## src/sv/bistable_seven_segment_updater_top_defines.svh

```systemverilog
// ----------------------------------------------------------------------------
// Assertion macros for the bistable seven-segment updater
// Shared assertion forms, compiled out when NO_ASSERTIONS is defined.
// ----------------------------------------------------------------------------
`ifndef BISTABLE_SEVEN_SEGMENT_UPDATER_TOP_DEFINES_SVH
`define BISTABLE_SEVEN_SEGMENT_UPDATER_TOP_DEFINES_SVH

`ifndef NO_ASSERTIONS
`define BSSU_ASSERT_SAME(label, clk, rst_n, cond, prop) \
  label: assert property (@(posedge clk) disable iff (!rst_n) (cond) |-> (prop)) \
    else $error("bssu assertion failed");
`define BSSU_ASSERT_NEXT(label, clk, rst_n, cond, prop) \
  label: assert property (@(posedge clk) disable iff (!rst_n) (cond) |=> (prop)) \
    else $error("bssu assertion failed");
`else
`define BSSU_ASSERT_SAME(label, clk, rst_n, cond, prop)
`define BSSU_ASSERT_NEXT(label, clk, rst_n, cond, prop)
`endif

`endif

```

## src/sv/bssu_pkg.sv

```systemverilog
// ----------------------------------------------------------------------------
// bssu_pkg
// Types, constants and the digit pattern table of the seven-segment updater.
// ----------------------------------------------------------------------------
package bssu_pkg;

  localparam int DIGIT_COUNT = 4;
  localparam int SEGMENTS    = 7;

  localparam logic [6:0] PAT_BLANK = 7'h00;
  localparam logic [6:0] PAT_DASH  = 7'h40;

  localparam logic signed [7:0] LOW_LIMIT  = -8'sd9;
  localparam logic signed [7:0] HIGH_LIMIT = 8'sd99;

  localparam logic [2:0] LAST_SEG   = 3'(SEGMENTS - 1);
  localparam logic [1:0] LAST_DIGIT = 2'(DIGIT_COUNT - 1);

  typedef enum logic {
    OP_SHOW  = 1'b0,
    OP_CLEAR = 1'b1
  } opcode_t;

  typedef struct packed {
    opcode_t           opcode;
    logic signed [7:0] water_temp;
    logic signed [7:0] air_temp;
  } in_item_t;

  typedef struct packed {
    logic       is_flip;
    logic [1:0] digit_index;
    logic [2:0] segment_index;
    logic       turn_on;
    logic       last;
  } out_item_t;

  typedef struct packed {
    logic      load;
    out_item_t res;
  } step_t;

  typedef enum logic [1:0] {
    S_IDLE,
    S_FMT,
    S_WALK,
    S_DONE
  } state_t;

  function automatic logic [6:0] digit_pattern(input logic [3:0] digit);
    logic [6:0] pat;
    case (digit)
      4'd0: pat = 7'h3F;
      4'd1: pat = 7'h06;
      4'd2: pat = 7'h5B;
      4'd3: pat = 7'h4F;
      4'd4: pat = 7'h66;
      4'd5: pat = 7'h6D;
      4'd6: pat = 7'h7D;
      4'd7: pat = 7'h07;
      4'd8: pat = 7'h7F;
      4'd9: pat = 7'h6F;
      default: pat = PAT_BLANK;
    endcase
    return pat;
  endfunction

endpackage

```

## src/sv/bssu_fmt.sv

```systemverilog
// ----------------------------------------------------------------------------
// bssu_fmt
// Formats one signed temperature into two seven-segment patterns.
// ----------------------------------------------------------------------------
module bssu_fmt (
  input  logic signed [7:0] temp,
  output logic [6:0]        hi_pat,
  output logic [6:0]        lo_pat
);
  import bssu_pkg::*;

  logic [7:0]  neg_mag;
  logic [14:0] prod;
  logic [3:0]  tens;
  logic [6:0]  tens_x10;
  logic [6:0]  units;

  assign neg_mag  = ~temp + 8'd1;
  assign prod     = {8'b0000_0000, temp[6:0]} * 15'd205;
  assign tens     = prod[14:11];
  assign tens_x10 = ({3'b000, tens} << 3) + ({3'b000, tens} << 1);
  assign units    = temp[6:0] - tens_x10;

  always_comb begin
    if (temp < LOW_LIMIT || temp > HIGH_LIMIT) begin
      hi_pat = PAT_DASH;
      lo_pat = PAT_DASH;
    end else if (temp[7]) begin
      hi_pat = PAT_DASH;
      lo_pat = digit_pattern(neg_mag[3:0]);
    end else if (temp < 8'sd10) begin
      hi_pat = PAT_BLANK;
      lo_pat = digit_pattern(temp[3:0]);
    end else begin
      hi_pat = digit_pattern(tens);
      lo_pat = digit_pattern(units[3:0]);
    end
  end

endmodule

```

## src/sv/bssu_seq.sv

```systemverilog
// ----------------------------------------------------------------------------
// bssu_seq
// Sequencer that walks all segments with one shared bit compare and keeps
// the patterns currently shown on the display.
// ----------------------------------------------------------------------------
`include "bistable_seven_segment_updater_top_defines.svh"

module bssu_seq (
  input  logic               clk,
  input  logic               rst_n,
  input  logic               in_valid,
  input  bssu_pkg::in_item_t in_data,
  output logic               in_ready,
  input  logic               slot_free,
  output bssu_pkg::step_t    step
);
  import bssu_pkg::*;

  state_t            state_r, state_nxt;
  logic [1:0]        d_r;
  logic [2:0]        s_r;
  logic              clear_r;
  logic signed [7:0] water_r;
  logic signed [7:0] air_r;
  logic [6:0]        next_r  [DIGIT_COUNT];
  logic [6:0]        shown_r [DIGIT_COUNT];
  logic [6:0]        pat_w   [DIGIT_COUNT];
  logic              nb;
  logic              ob;
  logic              differ;
  logic              accept;

  bssu_fmt u_fmt_water (
    .temp   (water_r),
    .hi_pat (pat_w[0]),
    .lo_pat (pat_w[1])
  );

  bssu_fmt u_fmt_air (
    .temp   (air_r),
    .hi_pat (pat_w[2]),
    .lo_pat (pat_w[3])
  );

  assign accept = in_valid && in_ready;
  assign nb     = next_r[d_r][s_r];
  assign ob     = shown_r[d_r][s_r];
  assign differ = clear_r || (nb != ob);

  always_comb begin
    state_nxt = state_r;
    case (state_r)
      S_IDLE: begin
        if (in_valid) begin
          state_nxt = S_FMT;
        end
      end
      S_FMT: begin
        state_nxt = S_WALK;
      end
      S_WALK: begin
        if (slot_free && s_r == LAST_SEG && d_r == LAST_DIGIT) begin
          state_nxt = S_DONE;
        end
      end
      S_DONE: begin
        if (slot_free) begin
          state_nxt = S_IDLE;
        end
      end
      default: state_nxt = S_IDLE;
    endcase
  end

  always_comb begin
    in_ready = 1'b0;
    step     = '0;
    case (state_r)
      S_IDLE: begin
        in_ready = 1'b1;
      end
      S_WALK: begin
        step.load              = slot_free && differ;
        step.res.is_flip       = 1'b1;
        step.res.digit_index   = d_r;
        step.res.segment_index = s_r;
        step.res.turn_on       = nb;
      end
      S_DONE: begin
        step.load     = slot_free;
        step.res.last = 1'b1;
      end
      default: begin
        in_ready = 1'b0;
      end
    endcase
  end

  always_ff @(posedge clk) begin
    if (!rst_n) begin
      state_r <= S_IDLE;
    end else begin
      state_r <= state_nxt;
    end
  end

  always_ff @(posedge clk) begin
    if (accept) begin
      clear_r <= (in_data.opcode == OP_CLEAR);
      water_r <= in_data.water_temp;
      air_r   <= in_data.air_temp;
    end
  end

  always_ff @(posedge clk) begin
    if (state_r == S_FMT) begin
      d_r <= '0;
      s_r <= '0;
      for (int i = 0; i < DIGIT_COUNT; i++) begin
        next_r[i] <= clear_r ? PAT_BLANK : pat_w[i];
      end
    end else if (state_r == S_WALK && slot_free) begin
      if (s_r == LAST_SEG) begin
        s_r <= '0;
        d_r <= d_r + 2'd1;
      end else begin
        s_r <= s_r + 3'd1;
      end
    end
  end

  always_ff @(posedge clk) begin
    if (!rst_n) begin
      for (int i = 0; i < DIGIT_COUNT; i++) begin
        shown_r[i] <= PAT_BLANK;
      end
    end else if (state_r == S_WALK && slot_free && s_r == LAST_SEG) begin
      shown_r[d_r] <= next_r[d_r];
    end
  end

  `BSSU_ASSERT_SAME(a_load_needs_slot, clk, rst_n, step.load, slot_free)
  `BSSU_ASSERT_SAME(a_clear_flips_all, clk, rst_n,
    state_r == S_WALK && clear_r && slot_free, step.load && !step.res.turn_on)
  `BSSU_ASSERT_SAME(a_done_is_last, clk, rst_n,
    step.load && state_r == S_DONE, step.res.last && !step.res.is_flip)
  `BSSU_ASSERT_SAME(a_clear_zeroes_store, clk, rst_n, state_r == S_DONE && clear_r,
    shown_r[0] == PAT_BLANK && shown_r[1] == PAT_BLANK &&
    shown_r[2] == PAT_BLANK && shown_r[3] == PAT_BLANK)

endmodule

```

## src/sv/bistable_seven_segment_updater_top.sv

```systemverilog
// ----------------------------------------------------------------------------
// bistable_seven_segment_updater_top
// Turns update and clear transactions into segment flip commands for a
// four-digit bistable seven-segment display.
// ----------------------------------------------------------------------------
// The input channel takes one transaction: a show request with two signed
// temperatures, or a clear request. The output channel carries one flip
// command for each segment that must change, digit 0 first and segment A
// first within a digit, and then one done marker with last set.
// After a transaction is accepted, the S_FMT state formats the four digit
// patterns, then a single bit compare walks the 28 segments at one segment per
// cycle while the output slot is free, and the S_DONE state issues the done
// marker. A new transaction is taken only once the done marker is loaded.
// Results pass through one output register. While the receiver stalls the
// walk holds its place, so nothing is lost. in_ready is high only while the
// sequencer is idle, which may already be while the done marker waits.
// Reset hides every stored segment and empties the output register.
// ----------------------------------------------------------------------------
module bistable_seven_segment_updater_top (
  input  logic                clk,
  input  logic                rst_n,
  input  logic                in_valid,
  output logic                in_ready,
  input  bssu_pkg::in_item_t  in_data,
  output logic                out_valid,
  input  logic                out_ready,
  output bssu_pkg::out_item_t out_data
);
  import bssu_pkg::*;

  step_t     step;
  logic      slot_free;
  logic      out_valid_r;
  out_item_t out_data_r;

  assign slot_free = !out_valid_r || out_ready;

  bssu_seq u_seq (
    .clk       (clk),
    .rst_n     (rst_n),
    .in_valid  (in_valid),
    .in_data   (in_data),
    .in_ready  (in_ready),
    .slot_free (slot_free),
    .step      (step)
  );

  always_ff @(posedge clk) begin
    if (!rst_n) begin
      out_valid_r <= 1'b0;
    end else if (step.load) begin
      out_valid_r <= 1'b1;
    end else if (out_ready) begin
      out_valid_r <= 1'b0;
    end
  end

  always_ff @(posedge clk) begin
    if (step.load) begin
      out_data_r <= step.res;
    end
  end

  assign out_valid = out_valid_r;
  assign out_data  = out_data_r;

endmodule
```

## config.mk

```make
export PLATFORM = sky130hd
export DESIGN_NAME = bistable_seven_segment_updater_top
export DESIGN_NICKNAME = d
export VERILOG_FILES = /design/src/sv/bssu_pkg.sv /design/src/sv/bssu_fmt.sv /design/src/sv/bssu_seq.sv /design/src/sv/bistable_seven_segment_updater_top.sv
export VERILOG_INCLUDE_DIRS = /design/src /design/src/sv
export SDC_FILE = /design/constraint.sdc
export NUM_CORES = 1
export LEC_CHECK = 0
export BUFFER_PORTS_ARGS = -buffer_cell sky130_fd_sc_hd__buf_2
export CAP_MARGIN = 25
export CORE_UTILIZATION = 57
export CTS_CLUSTER_DIAMETER = 120
export DETAILED_ROUTE_END_ITERATION = 8
export MAX_ROUTING_LAYER = met4
export PLACE_DENSITY_LB_ADDON = 0.05
export SKIP_LAST_GASP = 1
export SYNTH_ARGS = -nofsm -noshare
export SYNTH_HDL_FRONTEND = slang
export SYNTH_SLANG_ARGS = --single-unit
```

## constraint.sdc

```tcl
create_clock -name clk -period 5.1 [get_ports clk]
set_input_delay 0.255 -clock clk [delete_from_list [all_inputs] [get_ports clk]]
set_output_delay 0.255 -clock clk [all_outputs]
set_load 0.02 [all_outputs]
```

==> results of run 1 <==
[what timing repair did]
action                                  4_1_cts  5_1_grt
gates resized for setup                       1        9
endpoints found under the setup margin        2       14
buffers inserted                              0        9
[logic make-up after synthesis]
group | count (synthesis)
AOI/OAI and AO/OA | 149
adders and majority gates | 157
and+or+nand+nor | 194
buffers and inverters | 100
muxes | 34
xor gates and xnor gates | 30
DFF | 105
[cell usage after synthesis (all sizes together), types with 3 or more instances]
cell	count
ha	141
and2	29
xor2	15
nand2b	10
nand3	7
a21oi	44
o211ai	4
and3	8
o22ai	9
inv	80
nor2	46
clkbuf	18
edfxtp	81
mux2i	16
nand4	3
a21boi	9
nand3b	4
fa	16
a31oi	13
nor3	13
a21o	7
or4	3
or3	4
xnor2	13
mux4	16
dfxtp	24
nor2b	8
o21a	4
o21ai	34
nand2	48
or2	4
a22oi	3
[area by class of cell]
type | instances | area (um2)
Fill cell | 1127 | 4900
Timing Repair Buffer | 62 | 390
Sequential cell | 105 | 2910
Clock buffer | 10 | 229
Inverter | 80 | 300
Multi-Input combinational cell | 564 | 4890
Tap cell | 180 | 225
Clock inverter | 6 | 86.3
[stage by stage]
stage / instances / setup TNS [ns] / worst slack (ns) / hold slack, ns
floorplan: 769 / 0 / 0.0114 / 0.354
global placement: 982 / 0 / 0.0773 / 0.432
detailed placement: 982 / -0.0911 / -0.0724 / 0.433
CTS: 998 / -0.0539 / -0.0290 / 0.0642
global route: 1007 / -0.0964 / -0.0500 / 0.0614
finish: 1007 / 0 / 0.159 / 0.0769
[layer usage]
layer  track usage, %  share of wire [%]  routed length [um]
met3             4.09                3.2                 536
met5                -                  0                   0
met4             6.64                1.5                 246
met1             30.5                 46                7550
met2             41.6                 50                8220
[worst max-delay path by stage]
stage              startpoint                  to  slack (ns)  cells after the start
6_report       u_seq.air_r[4]  u_seq.next_r[3][3]        0.16                     20
5_1_grt        u_seq.air_r[4]  u_seq.next_r[3][3]       -0.05                     20
4_1_cts        u_seq.air_r[5]  u_seq.next_r[3][1]       -0.03                     18
3_5_place_dp   u_seq.air_r[4]  u_seq.next_r[3][0]       -0.07                     18
3_3_place_gp   u_seq.air_r[5]  u_seq.next_r[3][1]        0.08                     18
2_1_floorplan  u_seq.air_r[3]  u_seq.next_r[3][0]        0.01                     19
==> summary.md, run 1 <==
| Metric | Value |
|---|---|
| Post-synth EDFFs | 81 |
| First-pass GRT wire length | 27200 um |
| DRT Pass-1 Iters | 5 |
| Rows | 43 |
| Hold Startpoint | in_data[16] |
| Setup CP Type | register to register |
| DR iter-0 viols | 383 |
| Leading area contributor after synthesis | edfxtp_1 |
| Commonest non-fill, non-tap cell in the layout | ha_1 |
| R2R Setup Slk | 0.16 ns |
| Max-slew violations | 0 |
| Finished Cell Area | 9040 um2 |
| Total routed wirelength | 16600 um |
| Number of CTS-inserted buffers | 9 |
| Arrival @ worst endpoint | 5.13 ns |
| CP delay by family, top | adder cells |
| Crit-path max FO | 8 |
| Worst-Skew Late Latency | about 0.35 ns |
| Clock buffer depth | 2 |
| I/O Buffers | 30 |
| Die area | 14800 um2 |
| Syn_area_per_cell | 10.6 um2 |
| R2R depth | 20 |
| Worst Skew | 0.0102 ns |
| Critical-path top delay cell | fa_1 |
| Routability Congestion | 0.886 |
| Die H | 122 um |
| Fmax achieved | between 200 and 250 MHz |
| Gr usage total | about a quarter |
| DR WL/cell | 16.4 um |
| DR vias | 5582 |
| Setup crit start kind | register |
| Finish-stage setup viols | 0 |
| Diode count | 0 |
| Fin crit period | 4.94 ns |
| Slew at the pin closest to its max-slew limit | 0.899 ns |
| Layout cell share with drive strength beyond 1 | 14.0% |
| #FFs+latches synth | 105 |
| Post-synth top area share | 29.9% |
| Core area | approximately 14000 um2 |
| Clock Sinks | ~110 |
| CP endpoint kind | register |
| Netlist area before placement | 8140 um2 |
| Worst Path Required | 5.29 ns |
| CTS tree | done |
| Buf+Inv Stages, Crit Path | 5 |
| Clock transition at path regs | around 0.070 ns |
| Util after Layout | 64.9% |
| CP peak stage delay | roughly 0.52 ns |
| Post-DP HPWL | around 13000 um |
| Number of global-route vias before repair | approximately 5600 |
| Simple-gate share of the synthesized area | 12.1% |
| Initial antenna violation count | 0 |
| Root buf cell | clkbuf_16 |
| Largest net degree at the start of global routing | 35 |
| Global route total overflow | 0 |
| Post-synthesis mux area share | 6.67% |
| Async S/R FF share, synth | 0% |
| Synth warnings | 0 |
| Post-CTS Hold Fix Bufs | 0 |
| Layout area overhead | 11.0% |
| Cell Chain, Critical Path | buf_4, inv_1, ha_1, fa_1, ha_1, inv_1, fa_1, inv_1, ha_1, nor3_1, a21o_1, o21ai_1, a21o_1, xor2_2, ha_2, xor2_1, xnor3_1, buf_4, or2_2, a21oi_1 |
| DRC | 0 |
| RSZ-0062 raised after global routing | true |
| Post-synth cell types | 66 |
| Most frequent cells in the layout | ha_1, edfxtp_1, inv_1, nand2_1, nor2_1 |
| Main combinational cell family by area after synthesis | adder cells |
| Xor/xnor share of the synthesized area | 3.81% |
| Adder-cell share of the synthesized area | approximately 26% |
| ANT nets after route | 0 |
| DIE WIDTH | ~120 um |
| Synthesized Nets | around 950 |
| Nets | 1000 |
| Post-Syn Instances | 769 |
| Ratio of final minimum period to clock period | a little over nine tenths |
| Placed instance area | 8620 um2 |
| Hold Fails Final Rpt | 0 |
| R2R Path Start | u_seq.air_r[4] |
| Max-Cap Viols | 0 |
| Slew headroom | approximately 40% |
| Post-synthesis sequential area ratio | 35.8% |
| Worst R2R End | u_seq.next_r[3][3] |
| Main synth FF type | edfxtp_1 |
| Worst min path class | input pin to register |
| I/O pins | 31 |
| Top cells by area, synth | edfxtp_1, ha_1, dfxtp_1 |
| Initial core utilization | 58.4% |
| Routed vias/inst | 5.54 |
| Worst Hold End | u_seq.clear_r |
| Hold path depth | 1 |
| CTS H-tree lvls | 3 |
| Synth Area in Compound Gates | 11.5% |
| Outcome | complete, no violations |
Power of run 1 is left out: the tool's default activity adds up to more than one toggle a clock period on the data nets, which glitch-free logic cannot reach.
==> inputs of run 2 (changes only) <==
--- a/config.mk
+++ b/config.mk
@@ -8,7 +8,7 @@
 export LEC_CHECK = 0
 export BUFFER_PORTS_ARGS = -buffer_cell sky130_fd_sc_hd__buf_2
 export CAP_MARGIN = 25
-export CORE_UTILIZATION = 57
+export CORE_UTILIZATION = 63
 export CTS_CLUSTER_DIAMETER = 120
 export DETAILED_ROUTE_END_ITERATION = 8
 export MAX_ROUTING_LAYER = met4
==> constraint.sdc (replaced) <==
create_clock -name clk -period 4.8 [get_ports clk]
set_input_delay 0.24 -clock clk [delete_from_list [all_inputs] [get_ports clk]]
set_output_delay 0.24 -clock clk [all_outputs]
set_load 0.02 [all_outputs]
==> run 2 against run 1 <==
  * The run now ends with setup timing left
  * Utilization up 10 points
  * Register-to-register slack worse by 0.19 ns
  * Worst hold slack worse by 0.018 ns
  * Clock-buffer cell count unchanged
  * Critical path depth shrank 2
  * Worst setup slack worse by 0.19 ns
  * Final area rose by 4.9%
  * First-iteration DRC count down 7.8%
  * Maximum frequency increased by 2.4%
  * Via count up 4.7%
  * Die area is 9.4% lower
==> summary.md, run 2 (synthesis results as in run 1) <==
| Metric | Value |
|---|---|
| Setup crit start kind | register |
| Setup ws final | -0.0264 ns |
| CP endpoint kind | register |
| Routability Congestion | 0.899 |
| Worst-Skew Late Latency | around 0.36 ns |
| CTS H-tree lvls | 3 |
| Arrival @ worst endpoint | 5.00 ns |
| DR WL/cell | about 17 um |
| Failing checks | setup timing |
| Max-slew violations | 0 |
| CP peak stage delay | about 0.50 ns |
| Commonest non-fill, non-tap cell in the layout | ha_1 |
| Worst Skew | 0.00924 ns |
| Routed vias/inst | 5.78 |
| Finish-stage setup viols | 2 |
| Post-DP HPWL | 13400 um |
| Ratio of final minimum period to clock period | 101% |
| Most frequent cells in the layout | ha_1, edfxtp_1, inv_1, nand2_1, nor2_1 |
| Initial core utilization | between 60% and 70% |
| DIE WIDTH | roughly 120 um |
| Post-CTS Hold Fix Bufs | 0 |
| Outcome | finished, violations left |
| Cell Chain, Critical Path | inv_2, ha_4, fa_1, ha_1, inv_1, fa_1, inv_1, ha_4, nor3_2, a21o_1, o21ai_2, a21o_1, xor2_4, ha_4, a21oi_2, xnor3_2, or3_1, a311oi_1 |
| Hold Startpoint | in_data[15] |
| Total routed wirelength | 17500 um |
| Core area | 12600 um2 |
| Placed Cells | 984 |
| Largest net degree at the start of global routing | 35 |
| Crit-path max FO | 4 |
| DR iter-0 viols | 353 |
| I/O Buffers | 30 |
| Critical-path top delay cell | edfxtp_1 |
| Global route total overflow | 0 |
| I/O pins | 31 |
| Die area | 13400 um2 |
| Clock transition at path regs | about 0.070 ns |
| DRT Pass-1 Iters | 5 |
| Clock buffer depth | 2 |
| DR vias | 5844 |
| Layout cell share with drive strength beyond 1 | 21.2% |
| Fin crit period | 4.83 ns |
| Gr usage total | 27.5% |
| Layout area overhead | 16.4% |
| ANT nets after route | 0 |
| Setup CP Type | register to register |
| Fmax achieved | 207 MHz |
| Max-Cap Viols | 0 |
| Diode count | 0 |
| Hold Fails Final Rpt | 0 |
| R2R Path Start | u_seq.air_r[4] |
| Critical path launch point | u_seq.air_r[4] |
| Slew at the pin closest to its max-slew limit | 0.902 ns |
| Initial antenna violation count | 0 |
| DRC | 0 |
| Clock Sinks | 105 |
| Setup TNS | -0.0286 ns |
| Slew headroom | 39.8% |
| Number of global-route vias before repair | 5675 |
| Nets | 1012 |
| Die H | 116 um |
| Crit path top cell by count | ha_4 |
| RSZ-0062 raised after global routing | true |
| Root buf cell | clkbuf_16 |
| First-pass GRT wire length | 27300 um |
| Worst min path class | input pin to register |
| CTS tree | done |
| Final Instance Count excl. Fillers | 1011 |
| Number of CTS-inserted buffers | 9 |
| Rows | between 40 and 50 |
| Worst Path Required | 4.98 ns |
==> run 2: changes by cell type in the layout (fill, tap and decap cells not counted), sizes merged <==
| cell | change |
|---|---|
| buf | +12 |
| bufinv | -1 |
| clkinv | +1 |
| clkinvlp | +1 |
| inv | -1 |
==> run 2: stage by stage <==
step	util [%]	hold WS, ns	setup WS [ns]	cell area [um2]
after detailed placement	69.9	0.418	-0.113	8820
after global placement	69.9	0.417	0.0528	8820
after floorplan	-	0.339	-0.0277	8290
after global routing	75.1	0.0522	-0.240	9480
after CTS	72.3	0.0525	0.000195	9120
final	75.1	0.0592	-0.0264	9480
==> run 2: final cells by class <==
class	instances	area, um2
multi-input combinational	564	5270
sequential	105	2910
timing repair buffer	74	492
tap	172	215
clock inverter	6	52.6
inverter	80	308
clock buffer	10	229
fill	885	3140
==> run 2: final timing paths <==
kind	cells past startpoint	to	slack (ns)
worst max-delay path	18	u_seq.next_r[3][6]	-0.03
worst min-delay path	1	u_seq.water_r[7]	0.06
worst max register to register	18	u_seq.next_r[3][6]	-0.03
worst min register to register	2	u_seq.s_r[2]	0.60
==> run 2: per-layer routing <==
| metal | track usage [%] | routed length [um] |
|---|---|---|
| met1 | 32.6 | 7590 |
| met2 | 48.3 | 8920 |
| met3 | 3.40 | 571 |
| met4 | 9.49 | 401 |
| met5 | - | 0 |
==> run 2: critical path: cells and delay by family (launching register included) <==
family	cells	cell delay (ns)
DFF	1	0.50
and+or+nand+nor	2	0.51
xor gates and xnor gates	2	0.57
adders and majority gates	6	1.99
buffers and inverters	3	0.28
AOI/OAI and AO/OA	5	0.81
==> run 2: what timing repair did <==
action                                  CTS  global route
setup buffers                             1            10
pin swaps                                 8            25
gates resized for setup                   3            45
endpoints found under the setup margin    6            17
Power of run 2 is left out for the same reason.
